## src/assert_macros.svh

```systemverilog
// ----------------------------------------------------------------------------
// assertion macros
// shared concurrent assertion forms, clocked on clock and held off in reset
// ----------------------------------------------------------------------------
`ifndef ASSERT_MACROS_SVH
`define ASSERT_MACROS_SVH

// same-cycle implication
`define ASSERT_IMPLY(label, ante, cons) \
   label: assert property (@(posedge clock) disable iff (reset) (ante) |-> (cons)) \
      else $error("assertion label failed");

// next-cycle implication
`define ASSERT_NEXT(label, ante, cons) \
   label: assert property (@(posedge clock) disable iff (reset) (ante) |=> (cons)) \
      else $error("assertion label failed");

`endif

```

## src/skf_pkg.sv

```systemverilog
// ----------------------------------------------------------------------------
// skf_pkg
// types and constants shared by the scalar kalman filter modules
// ----------------------------------------------------------------------------
package skf_pkg;

   localparam int SAMPLE_WIDTH = 16;
   localparam int DATA_WIDTH = 32;
   localparam int NOISE_WIDTH = 16;
   localparam int CSR_INDEX_WIDTH = 2;

   localparam logic [31:0] RESET_ERROR = 32'd2508800;
   localparam logic [15:0] RESET_NOISE = 16'd10;

   // restoring divider: one quotient bit per step, gain saturates at bit 16
   localparam int DIV_STEPS = 17;
   localparam int DIV_COUNT_WIDTH = $clog2(DIV_STEPS);

   typedef enum logic [CSR_INDEX_WIDTH-1:0] {
      CSR_MEAS_ERROR    = 2'd0,
      CSR_PROCESS_NOISE = 2'd1,
      CSR_INITIAL_ERROR = 2'd2
   } csr_index_type;

   typedef enum logic [1:0] {
      MUL_DELTA = 2'd0,
      MUL_KEEP  = 2'd1,
      MUL_NOISE = 2'd2
   } mul_sel_type;

   typedef struct packed {
      logic        load;
      logic        div_step;
      logic        mul_en;
      mul_sel_type mul_sel;
      logic        chg_load;
      logic        keep_load;
      logic        commit;
   } cmd_type;

endpackage

```

## src/scalar_kalman_filter.sv

```systemverilog
// ----------------------------------------------------------------------------
// scalar_kalman_filter
// one-dimensional kalman smoother with adaptive error for sensor samples
// ----------------------------------------------------------------------------
//  channel   direction  handshake             payload
//  req       in         req_valid/req_stall   req_sample
//  rsp       out        rsp_valid/rsp_stall   rsp_estimate, rsp_error_level
//  csr       in         csr_write             csr_index, csr_data
//
//  an item passes from transfer to result through 17 steps of the restoring
//  gain divider, 3 passes through the shared multiplier and a commit
//  the next item is taken the cycle after the result is registered
//  the result stays in its register under rsp_stall but for a write of the
//  initial error; the commit of a later item waits until that register is free
//  synchronous reset loads the register defaults and the starting error
// ----------------------------------------------------------------------------
`include "assert_macros.svh"

module scalar_kalman_filter #(
   parameter int SAMPLE_WIDTH = skf_pkg::SAMPLE_WIDTH
) (
   input  logic                                 clock,
   input  logic                                 reset,
   input  logic                                 req_valid,
   output logic                                 req_stall,
   input  logic signed [SAMPLE_WIDTH-1:0]       req_sample,
   output logic                                 rsp_valid,
   input  logic                                 rsp_stall,
   output logic signed [31:0]                   rsp_estimate,
   output logic [31:0]                          rsp_error_level,
   input  logic                                 csr_write,
   input  logic [skf_pkg::CSR_INDEX_WIDTH-1:0]  csr_index,
   input  logic [31:0]                          csr_data
);

   skf_pkg::cmd_type cmd;
   logic             state_touch;
   logic [63:0]      rsp_result;

   skf_ctrl u_ctrl (
      .clock     (clock),
      .reset     (reset),
      .req_valid (req_valid),
      .req_stall (req_stall),
      .rsp_valid (rsp_valid),
      .rsp_stall (rsp_stall),
      .cmd       (cmd)
   );

   skf_dp #(
      .SAMPLE_WIDTH (SAMPLE_WIDTH)
   ) u_dp (
      .clock       (clock),
      .reset       (reset),
      .cmd         (cmd),
      .sample      (req_sample),
      .csr_write   (csr_write),
      .csr_index   (csr_index),
      .csr_data    (csr_data),
      .estimate    (rsp_estimate),
      .error_level (rsp_error_level)
   );

   // anything that may move the result register
   assign state_touch = reset || cmd.commit || csr_write;
   assign rsp_result  = {rsp_estimate, rsp_error_level};

   `ASSERT_NEXT(busy_after_transfer, req_valid && !req_stall, req_stall)
   `ASSERT_NEXT(valid_after_commit, cmd.commit, rsp_valid)
   `ASSERT_IMPLY(rise_needs_commit, $rose(rsp_valid), $past(cmd.commit))
   `ASSERT_IMPLY(result_holds, !$past(state_touch), $stable(rsp_result))

endmodule

```

## src/skf_ctrl.sv

```systemverilog
// ----------------------------------------------------------------------------
// skf_ctrl
// sequencer for one filter update: divide, three multiplies, commit
// ----------------------------------------------------------------------------
module skf_ctrl (
   input  logic             clock,
   input  logic             reset,
   input  logic             req_valid,
   output logic             req_stall,
   output logic             rsp_valid,
   input  logic             rsp_stall,
   output skf_pkg::cmd_type cmd
);

   typedef enum logic [2:0] {
      ST_IDLE,
      ST_DIV,
      ST_MUL_DELTA,
      ST_MUL_KEEP,
      ST_MUL_NOISE,
      ST_FINISH
   } state_type;

   state_type                             state_ff, state_in;
   logic [skf_pkg::DIV_COUNT_WIDTH-1:0]   count_ff, count_in;
   logic                                  rsp_valid_ff, rsp_valid_in;
   logic                                  out_free;

   assign out_free  = !rsp_valid_ff || !rsp_stall;
   assign req_stall = (state_ff != ST_IDLE);
   assign rsp_valid = rsp_valid_ff;

   always_comb begin
      state_in     = state_ff;
      count_in     = count_ff;
      cmd          = '0;
      cmd.mul_sel  = skf_pkg::MUL_DELTA;
      case (state_ff)
         ST_IDLE: begin
            count_in = '0;
            if (req_valid) begin
               cmd.load = 1'b1;
               state_in = ST_DIV;
            end
         end
         ST_DIV: begin
            cmd.div_step = 1'b1;
            count_in     = count_ff + 1'b1;
            if (count_ff == skf_pkg::DIV_COUNT_WIDTH'(skf_pkg::DIV_STEPS - 1)) begin
               state_in = ST_MUL_DELTA;
            end
         end
         ST_MUL_DELTA: begin
            cmd.mul_en  = 1'b1;
            cmd.mul_sel = skf_pkg::MUL_DELTA;
            state_in    = ST_MUL_KEEP;
         end
         ST_MUL_KEEP: begin
            cmd.mul_en   = 1'b1;
            cmd.mul_sel  = skf_pkg::MUL_KEEP;
            cmd.chg_load = 1'b1;
            state_in     = ST_MUL_NOISE;
         end
         ST_MUL_NOISE: begin
            cmd.mul_en    = 1'b1;
            cmd.mul_sel   = skf_pkg::MUL_NOISE;
            cmd.keep_load = 1'b1;
            state_in      = ST_FINISH;
         end
         ST_FINISH: begin
            if (out_free) begin
               cmd.commit = 1'b1;
               state_in   = ST_IDLE;
            end
         end
         default: begin
            state_in = ST_IDLE;
         end
      endcase
   end

   always_comb begin
      rsp_valid_in = rsp_valid_ff;
      if (cmd.commit) begin
         rsp_valid_in = 1'b1;
      end else if (!rsp_stall) begin
         rsp_valid_in = 1'b0;
      end
   end

   always_ff @(posedge clock) begin
      if (reset) begin
         state_ff     <= ST_IDLE;
         count_ff     <= '0;
         rsp_valid_ff <= 1'b0;
      end else begin
         state_ff     <= state_in;
         count_ff     <= count_in;
         rsp_valid_ff <= rsp_valid_in;
      end
   end

endmodule

```

## src/skf_dp.sv

```systemverilog
// ----------------------------------------------------------------------------
// skf_dp
// filter datapath: settings, state, gain divider and shared multiplier
// ----------------------------------------------------------------------------
module skf_dp #(
   parameter int SAMPLE_WIDTH = skf_pkg::SAMPLE_WIDTH
) (
   input  logic                                 clock,
   input  logic                                 reset,
   input  skf_pkg::cmd_type                     cmd,
   input  logic signed [SAMPLE_WIDTH-1:0]       sample,
   input  logic                                 csr_write,
   input  logic [skf_pkg::CSR_INDEX_WIDTH-1:0]  csr_index,
   input  logic [31:0]                          csr_data,
   output logic signed [31:0]                   estimate,
   output logic [31:0]                          error_level
);

   localparam int MeasW = SAMPLE_WIDTH + 16;

   logic [31:0]        meas_error_ff;
   logic [15:0]        noise_ff;
   logic signed [31:0] last_ff, last_in;
   logic [31:0]        error_ff, error_in;

   logic [31:0]        meas_ff;
   logic [33:0]        rem_ff;
   logic [32:0]        den_ff;
   logic [16:0]        quo_ff;
   logic               zero_den_ff;
   logic [32:0]        diff_mag_ff;
   logic               neg_ff;
   logic [49:0]        prod_ff;
   logic [31:0]        chg_ff;
   logic [31:0]        keep_ff;

   logic [MeasW-1:0]   meas_wide;
   logic [MeasW+31:0]  meas_ext;
   logic [MeasW:0]     meas_top;
   logic [31:0]        meas_sat;
   logic [32:0]        den_sum;
   logic [33:0]        trial;
   logic               quo_bit;
   logic [32:0]        rem_keep;
   logic [32:0]        diff;
   logic [15:0]        gain;
   logic [32:0]        mul_a;
   logic [16:0]        mul_b;
   logic [49:0]        mul_prod;
   logic [32:0]        delta;
   logic [32:0]        est_sum;
   logic [40:0]        err_sum;

   // scaled measurement, clamped to q16.16
   assign meas_wide = {sample, 16'b0};
   assign meas_ext  = {{32{meas_wide[MeasW-1]}}, meas_wide};
   assign meas_top  = meas_ext[MeasW+31:31];
   always_comb begin
      if ((&meas_top) || !(|meas_top)) begin
         meas_sat = meas_ext[31:0];
      end else if (meas_wide[MeasW-1]) begin
         meas_sat = 32'h8000_0000;
      end else begin
         meas_sat = 32'h7FFF_FFFF;
      end
   end

   assign den_sum = {1'b0, error_ff} + {1'b0, meas_error_ff};

   // restoring divide step
   assign trial    = rem_ff - {1'b0, den_ff};
   assign quo_bit  = !trial[33];
   assign rem_keep = quo_bit ? trial[32:0] : rem_ff[32:0];

   assign diff = {meas_ff[31], meas_ff} - {last_ff[31], last_ff};

   always_comb begin
      if (zero_den_ff) begin
         gain = '0;
      end else if (quo_ff[16]) begin
         gain = 16'hFFFF;
      end else begin
         gain = quo_ff[15:0];
      end
   end

   always_comb begin
      case (cmd.mul_sel)
         skf_pkg::MUL_DELTA: begin
            mul_a = diff_mag_ff;
            mul_b = {1'b0, gain};
         end
         skf_pkg::MUL_KEEP: begin
            mul_a = {1'b0, error_ff};
            mul_b = 17'h1_0000 - {1'b0, gain};
         end
         skf_pkg::MUL_NOISE: begin
            mul_a = {1'b0, chg_ff};
            mul_b = {1'b0, noise_ff};
         end
         default: begin
            mul_a = '0;
            mul_b = '0;
         end
      endcase
   end

   assign mul_prod = {17'b0, mul_a} * {33'b0, mul_b};

   assign delta   = neg_ff ? (33'd0 - {1'b0, chg_ff}) : {1'b0, chg_ff};
   assign est_sum = {last_ff[31], last_ff} + delta;
   assign err_sum = {9'b0, keep_ff} + {1'b0, prod_ff[47:8]};

   always_comb begin
      last_in  = last_ff;
      error_in = error_ff;
      if (csr_write && (csr_index == skf_pkg::CSR_INITIAL_ERROR)) begin
         last_in  = '0;
         error_in = csr_data;
      end else if (cmd.commit) begin
         last_in  = est_sum[31:0];
         error_in = (|err_sum[40:32]) ? 32'hFFFF_FFFF : err_sum[31:0];
      end
   end

   always_ff @(posedge clock) begin
      if (reset) begin
         meas_error_ff <= skf_pkg::RESET_ERROR;
         noise_ff      <= skf_pkg::RESET_NOISE;
         last_ff       <= '0;
         error_ff      <= skf_pkg::RESET_ERROR;
      end else begin
         if (csr_write && (csr_index == skf_pkg::CSR_MEAS_ERROR)) begin
            meas_error_ff <= csr_data;
         end
         if (csr_write && (csr_index == skf_pkg::CSR_PROCESS_NOISE)) begin
            noise_ff <= csr_data[15:0];
         end
         last_ff  <= last_in;
         error_ff <= error_in;
      end
   end

   always_ff @(posedge clock) begin
      if (cmd.load) begin
         meas_ff     <= meas_sat;
         rem_ff      <= {2'b0, error_ff};
         den_ff      <= den_sum;
         zero_den_ff <= (den_sum == '0);
         quo_ff      <= '0;
      end
      if (cmd.div_step) begin
         rem_ff      <= {rem_keep, 1'b0};
         quo_ff      <= {quo_ff[15:0], quo_bit};
         neg_ff      <= diff[32];
         diff_mag_ff <= diff[32] ? (33'd0 - diff) : diff;
      end
      if (cmd.mul_en) begin
         prod_ff <= mul_prod;
      end
      if (cmd.chg_load) begin
         chg_ff <= prod_ff[47:16];
      end
      if (cmd.keep_load) begin
         keep_ff <= prod_ff[47:16];
      end
   end

   assign estimate    = last_ff;
   assign error_level = error_ff;

endmodule
```

## config.mk

```make
export PLATFORM = sky130hd
export DESIGN_NAME = scalar_kalman_filter
export DESIGN_NICKNAME = d
export VERILOG_FILES = /design/src/skf_pkg.sv /design/src/scalar_kalman_filter.sv /design/src/skf_ctrl.sv /design/src/skf_dp.sv
export VERILOG_INCLUDE_DIRS = /design/src /design/src/src
export SDC_FILE = /design/constraint.sdc
export NUM_CORES = 2
export LEC_CHECK = 0
export BUFFER_PORTS_ARGS = -buffer_cell sky130_fd_sc_hd__buf_2
export CAP_MARGIN = 5
export CORE_MARGIN = 3
export CORE_UTILIZATION = 35
export CTS_CLUSTER_DIAMETER = 40
export DETAILED_ROUTE_END_ITERATION = 7
export GPL_TIMING_DRIVEN = 0
export PLACE_DENSITY = 0.48
export SLEW_MARGIN = 20
export SYNTH_ARGS = -nofsm -noshare
export SYNTH_HDL_FRONTEND = slang
export SYNTH_SLANG_ARGS = --single-unit
export TNS_END_PERCENT = 50
```

## constraint.sdc

```tcl
create_clock -name clock -period 16.72 [get_ports clock]
set_input_delay 3.344 -clock clock [delete_from_list [all_inputs] [get_ports clock]]
set_output_delay 3.344 -clock clock [all_outputs]
set_load 0.02 [all_outputs]
```

# Word-level counts from Yosys, hierarchy flattened
# Index checks and enable logic that the tools add are counted.
# op_classes
addsub,9
n_reduce_logical,18
eq_ne,14
multipliers,1
muxes,29
# ops
op,n
2-to-1 mux 32 bit,5
one-hot mux 33 bit (3 select lines),1
2-to-1 mux 34 bit,2
one-hot mux 17 bit (3 select lines),1
multiplier 33 x 17 -> 48 bit,1
adder 32 x 40 -> 41 bit,1
2-to-1 mux 17 bit,2
subtractor 34 x 33 -> 34 bit,1
adder 32 x 32 -> 33 bit,1
logical NOT 33 bit,1
2-to-1 mux 33 bit,1
"subtractor 1 x 33 -> 33 bit, first input constant",1
subtractor 32 x 32 -> 33 bit,1
adder 32 bit,1
2-to-1 mux 16 bit,2
"subtractor 1 x 32 -> 32 bit, first input constant",1
one-hot mux 3 bit (6 select lines),1
"subtractor 17 x 16 -> 17 bit, first input constant",1
one-hot mux 5 bit (2 select lines),1
2-to-1 mux 1 bit,9
2-to-1 mux 3 bit,3
one-hot mux 3 bit (3 select lines),1
OR reduction 9 bit,1
"equality test 3 x 2 -> 1 bit, second input constant",2
17 further kinds,29
# word_totals
inputBits,55
register_bits,368

# Longest topological paths before layout
# depth
word_depth,6
mapped_depth,39
ltp_nobuf,35

# By module
# From an unflattened synthesis, not the netlist that was laid out.
# unflattened
hier_cells,4631
hier_area_um2,40816.6
# modules_own_cells
module,area_each_um2,cells_per_inst,instances,seq_area_each_um2
skf_dp,40277.4,4566,1,9409.0
skf_ctrl,539.3,65,1,180.2

# Worst setup path before layout
# No wires, ideal clock.
# synth_path
path_type,reg2reg
startpoint,register u_dp.zero_den_ff
endpoint,register u_dp.prod_ff[47] (data pin)
path_stages_with_launch,36
path_slack_ns,7.087
required_time_ns,16.462
path_buffers,4
arrival_time_ns,9.376
cell_sequence,edfxtp_1 -> clkbuf_1 -> clkbuf_1 -> clkbuf_1 -> o21bai_1 -> ha_1 -> o21ai_0 -> nor3_1 -> o21a_1 -> o22ai_1 -> nand2b_1 -> a21oi_1 -> a221oi_1 -> clkbuf_1 -> nor2_1 -> fa_1 -> fa_1 -> fa_1 -> fa_1 -> fa_1 -> inv_1 -> fa_1 -> inv_1 -> ha_1 -> a211oi_1 -> o21bai_1 -> a221o_1 -> a21oi_1 -> a31oi_1 -> o2111ai_1 -> a21oi_1 -> a21o_1 -> o311a_1 -> a311oi_1 -> o21ba_2 -> xnor2_1
# synth_via
elab_chain_cells,4
# synth_rtl
item,line_no,text
"start, declared",skf_dp.sv:30,logic zero_den_ff;
"start signal, assigned",skf_dp.sv:149,zero_den_ff <= (den_sum == '0);
2-to-1 mux 16 bit (*),skf_dp.sv:78,if (zero_den_ff) begin
subtractor 17 x 16 -> 17 bit,skf_dp.sv:95,"mul_b = 17'h1_0000 - {1'b0, gain};"
one-hot mux 17 bit (3 select lines) (*),skf_dp.sv:88,case (cmd.mul_sel)
multiplier 33 x 17 -> 48 bit (*),skf_dp.sv:108,"assign mul_prod = {17'b0, mul_a} * {33'b0, mul_b};"
net u_dp.mul_prod[47],skf_dp.sv:49,logic [49:0] mul_prod;
"end signal, assigned",skf_dp.sv:159,prod_ff <= mul_prod;
"end, declared",skf_dp.sv:33,logic [49:0] prod_ff;
# Mark *: on every way through the listed nets, which the timed path passes. The rest lies on a longest branch.
# A chain may end at the register's enable or synchronous reset.

# Final worst setup path
# Ends and elaborated chain as after synthesis.

==> impl_metrics.yaml <==
synth:
  synth-edff-count: 238
  synth_nets: 5316
  yosysMostFrequentCell: "nand2_1"
  netlist.area_leader.share_pct: 23.4
  synth_area_um2: 39800
  synthArstFlopShare_pct: 0
  synth_area_leaders: "fa_1, edfxtp_1, ha_1, nand2_1, inv_1"
  yosysWarnings: 0
  synth_common_cells: "nand2_1, inv_1, fa_1, a21oi_1, nor2_1"
  synth_flop_cell: "edfxtp_1"
  syn_inst: 4536
  ys_types: 83
  synth-seq-cells: 360
  yosysSeqAreaShare_pct: 24.1
  yosysTopAreaCell: "fa_1"
  syn_area_per_cell_um2: 8.77
route:
  antenna_left: 0
  wl_um: 140000
  routedWlPerCell_um: 22.3
  dr.pass1.iters: 7
  vias_per_cell: 5.24
  dr_total_vias: 32991
  drc: 0
  drt_iter0_markers: 2549
layout:
  fin_nets: 5512
  area_growth_pct: 12.4
  finish.instance_area_um2: 44700
  final_cells: 6296
  utilization_pct: 39.7
  drive_gt1_share_pct: 6.06
pwr:
  p_total_mw: 7.44
  p_sw_mw: 3.60
  power.density_nw_per_um2: 167
  swShare_pct: 48.3
  clkPwrFrac_pct: 17.3
  peakVddDrop_v: 0.000369
  pwr-share-comb_pct: 65.6
  p_leak_nw: 20.1
  pwr-share-seq_pct: 17.1
  intPower_mw: 3.85
setup_path:
  critPathSlowestCell: "a221oi_2"
  cp.required_ns: 17.09
  cpMostUsedCell: "fa_1"
  critPathMaxFanout: 10
  worst-path-buf-inv: 6
  critPathArrivalTime_ns: 12.65
  worstSetupEndpointType: "flip-flop"
  crit_family: "compound AO/OA/AOI/OAI gates"
  crit_type: "flip-flop to flip-flop"
  startpoint_type: "flip-flop"
  cpPeakStageDelay_ns: 0.72
timing:
  grt_setup_unrepaired: "no"
  timing.slew.headroom_pct: 23.5
  fin_ws_ns: 4.44
  tns_ns: 0
  fin_crit_sh_pct: 73.4
  final_hold_viol_count: 0
  period_minus_slack_ns: 12.28
  max_freq_mhz: 81.5
  skew_ns: 0.0331
  setup_violations: 0
  finalMaxSlewViolations: 0
  whs_ns: 0.458
  tightestPinTransition_ns: 1.15
clock_tree:
  cts_max_level: 2
  cts_tree: "built"
  path_clk_slew_ns: 0.06
  cts_resized: 0
  post_cts_buffers: 0
  worst_skew_pair.late_latency_ns: 0.65
  cts_inserted_buffers: 61
  cts_root_buf: "clkbuf_16"
  hold_buffers: 0
  cts.sinks: 360
  cts_buffer_depth: 3
floorplan:
  die_x_um: 343
  core_um2: 113000
  fp-row-count: 123
  initial_utilization_pct: 35.3
  io_pins: 121
  die_area_um2: 118000
  fp.dieH_um: 343
place:
  port_buffers: 119
  dpl_worst_slack_ns: 4.67
  dp_cells: 6168
  dpl-instance-area_um2: 42500
  dp_hpwl_um: 116000
  gp_congestion: 0.900
grt:
  grt_max_degree: 49
  antenna_found_initial: 8
  grt_first_pass_wirelength_um: 211000
  grt_pass1_vias: 32627
  grt_use_total_pct: 23.8
  grt_overflow: 0
status:
  outcome: "finished clean"
flow_run:
  maxCapViolCount: 0
min_path:
  hp-class: "flip-flop to flip-flop"
-- path summary, 6_finish.rpt --
check	start	to	slack (ns)	cells after the start
worst min-delay path	u_dp.noise_ff[9]$_SDFFE_PP0P_	u_dp.noise_ff[9]$_SDFFE_PP0P_	0.46	2
worst max-delay path	u_dp.zero_den_ff$_DFFE_PP_	u_dp.prod_ff[47]$_DFFE_PP_	4.44	34
worst max register to register	u_dp.zero_den_ff$_DFFE_PP_	u_dp.prod_ff[47]$_DFFE_PP_	4.44	34
worst min register to register	u_dp.noise_ff[9]$_SDFFE_PP0P_	u_dp.noise_ff[9]$_SDFFE_PP0P_	0.46	2
-- per-layer routing --
metal  share of wire [%]  vias up  global-route usage (%)
li1                    -    15407                       -
met1                  46    16489                    34.0
met2                  46      926                    38.6
met3                 6.1      169                    2.53
met4                 2.4        0                    5.70
met5                   0        -                       0
-- placed cells by master (no fill, tap or decap), drive strengths merged, types with 83 or more instances in the layout --
| cell | count |
|---|---|
| a21o | 83 |
| fa | 465 |
| xnor2 | 166 |
| clkbuf | 261 |
| ha | 260 |
| inv | 689 |
| a21oi | 288 |
| nand2 | 745 |
| o21ai | 176 |
| edfxtp | 238 |
| buf | 147 |
| dfxtp | 122 |
| and2 | 105 |
| nor2 | 265 |
-- state kept, by name, indices dropped and copies added (netlist names), 17 cells and up --
register and cells:
u_dp.chg_ff 32, u_dp.rem_ff 34, u_dp.prod_ff 40, u_dp.keep_ff 32, u_dp.error_level 32, u_dp.meas_error_ff 32
u_dp.diff_mag_ff 33, u_dp.estimate 32, u_dp.den_ff 33, u_dp.quo_ff 17
-- power groups by stage --
stage	clock, mW	combinational [mW]	sequential, mW
6_report	1.29	4.88	1.27
5_1_grt	1.35	5.48	1.28
4_1_cts	1.31	4.99	1.27
3_5_place_dp	0	4.95	1.29
3_3_place_gp	0	4.93	1.30
2_1_floorplan	0	3.27	1.27
-- cells by family (layout without fill, tap and decap cells) --
group / after synthesis / after routing / synth area share [%]
and+or+nand+nor: 1458 / 1458 / 16.5
AOI/OAI and AO/OA: 876 / 876 / 14.1
buffers and inverters: 873 / 1122 / 8.26
adders and majority gates: 725 / 725 / 31.6
DFF: 360 / 360 / 24.1
xor gates and xnor gates: 229 / 229 / 5.04
muxes: 15 / 15 / 0.390
other: 0 / 11 / 0
-- cell type report --
| class | instances | area (um^2) |
|---|---|---|
| Fill cell | 11589 | 68000 |
| Multi-Input combinational cell | 3303 | 27000 |
| Sequential cell | 360 | 9590 |
| Inverter | 672 | 2520 |
| Tap cell | 1500 | 1880 |
| Clock buffer | 74 | 1660 |
| Timing Repair Buffer | 133 | 803 |
| Buffer | 201 | 772 |
| Clock inverter | 42 | 455 |
| Antenna cell | 11 | 27.5 |
-- tightest hold or removal path, delay by kind of cell (launching register included) --
family,cells,cell delay (ns)
DFF,1,0.31
AOI/OAI and AO/OA,1,0.05
and+or+nand+nor,1,0.05
(Power assumes the default switching activity.)
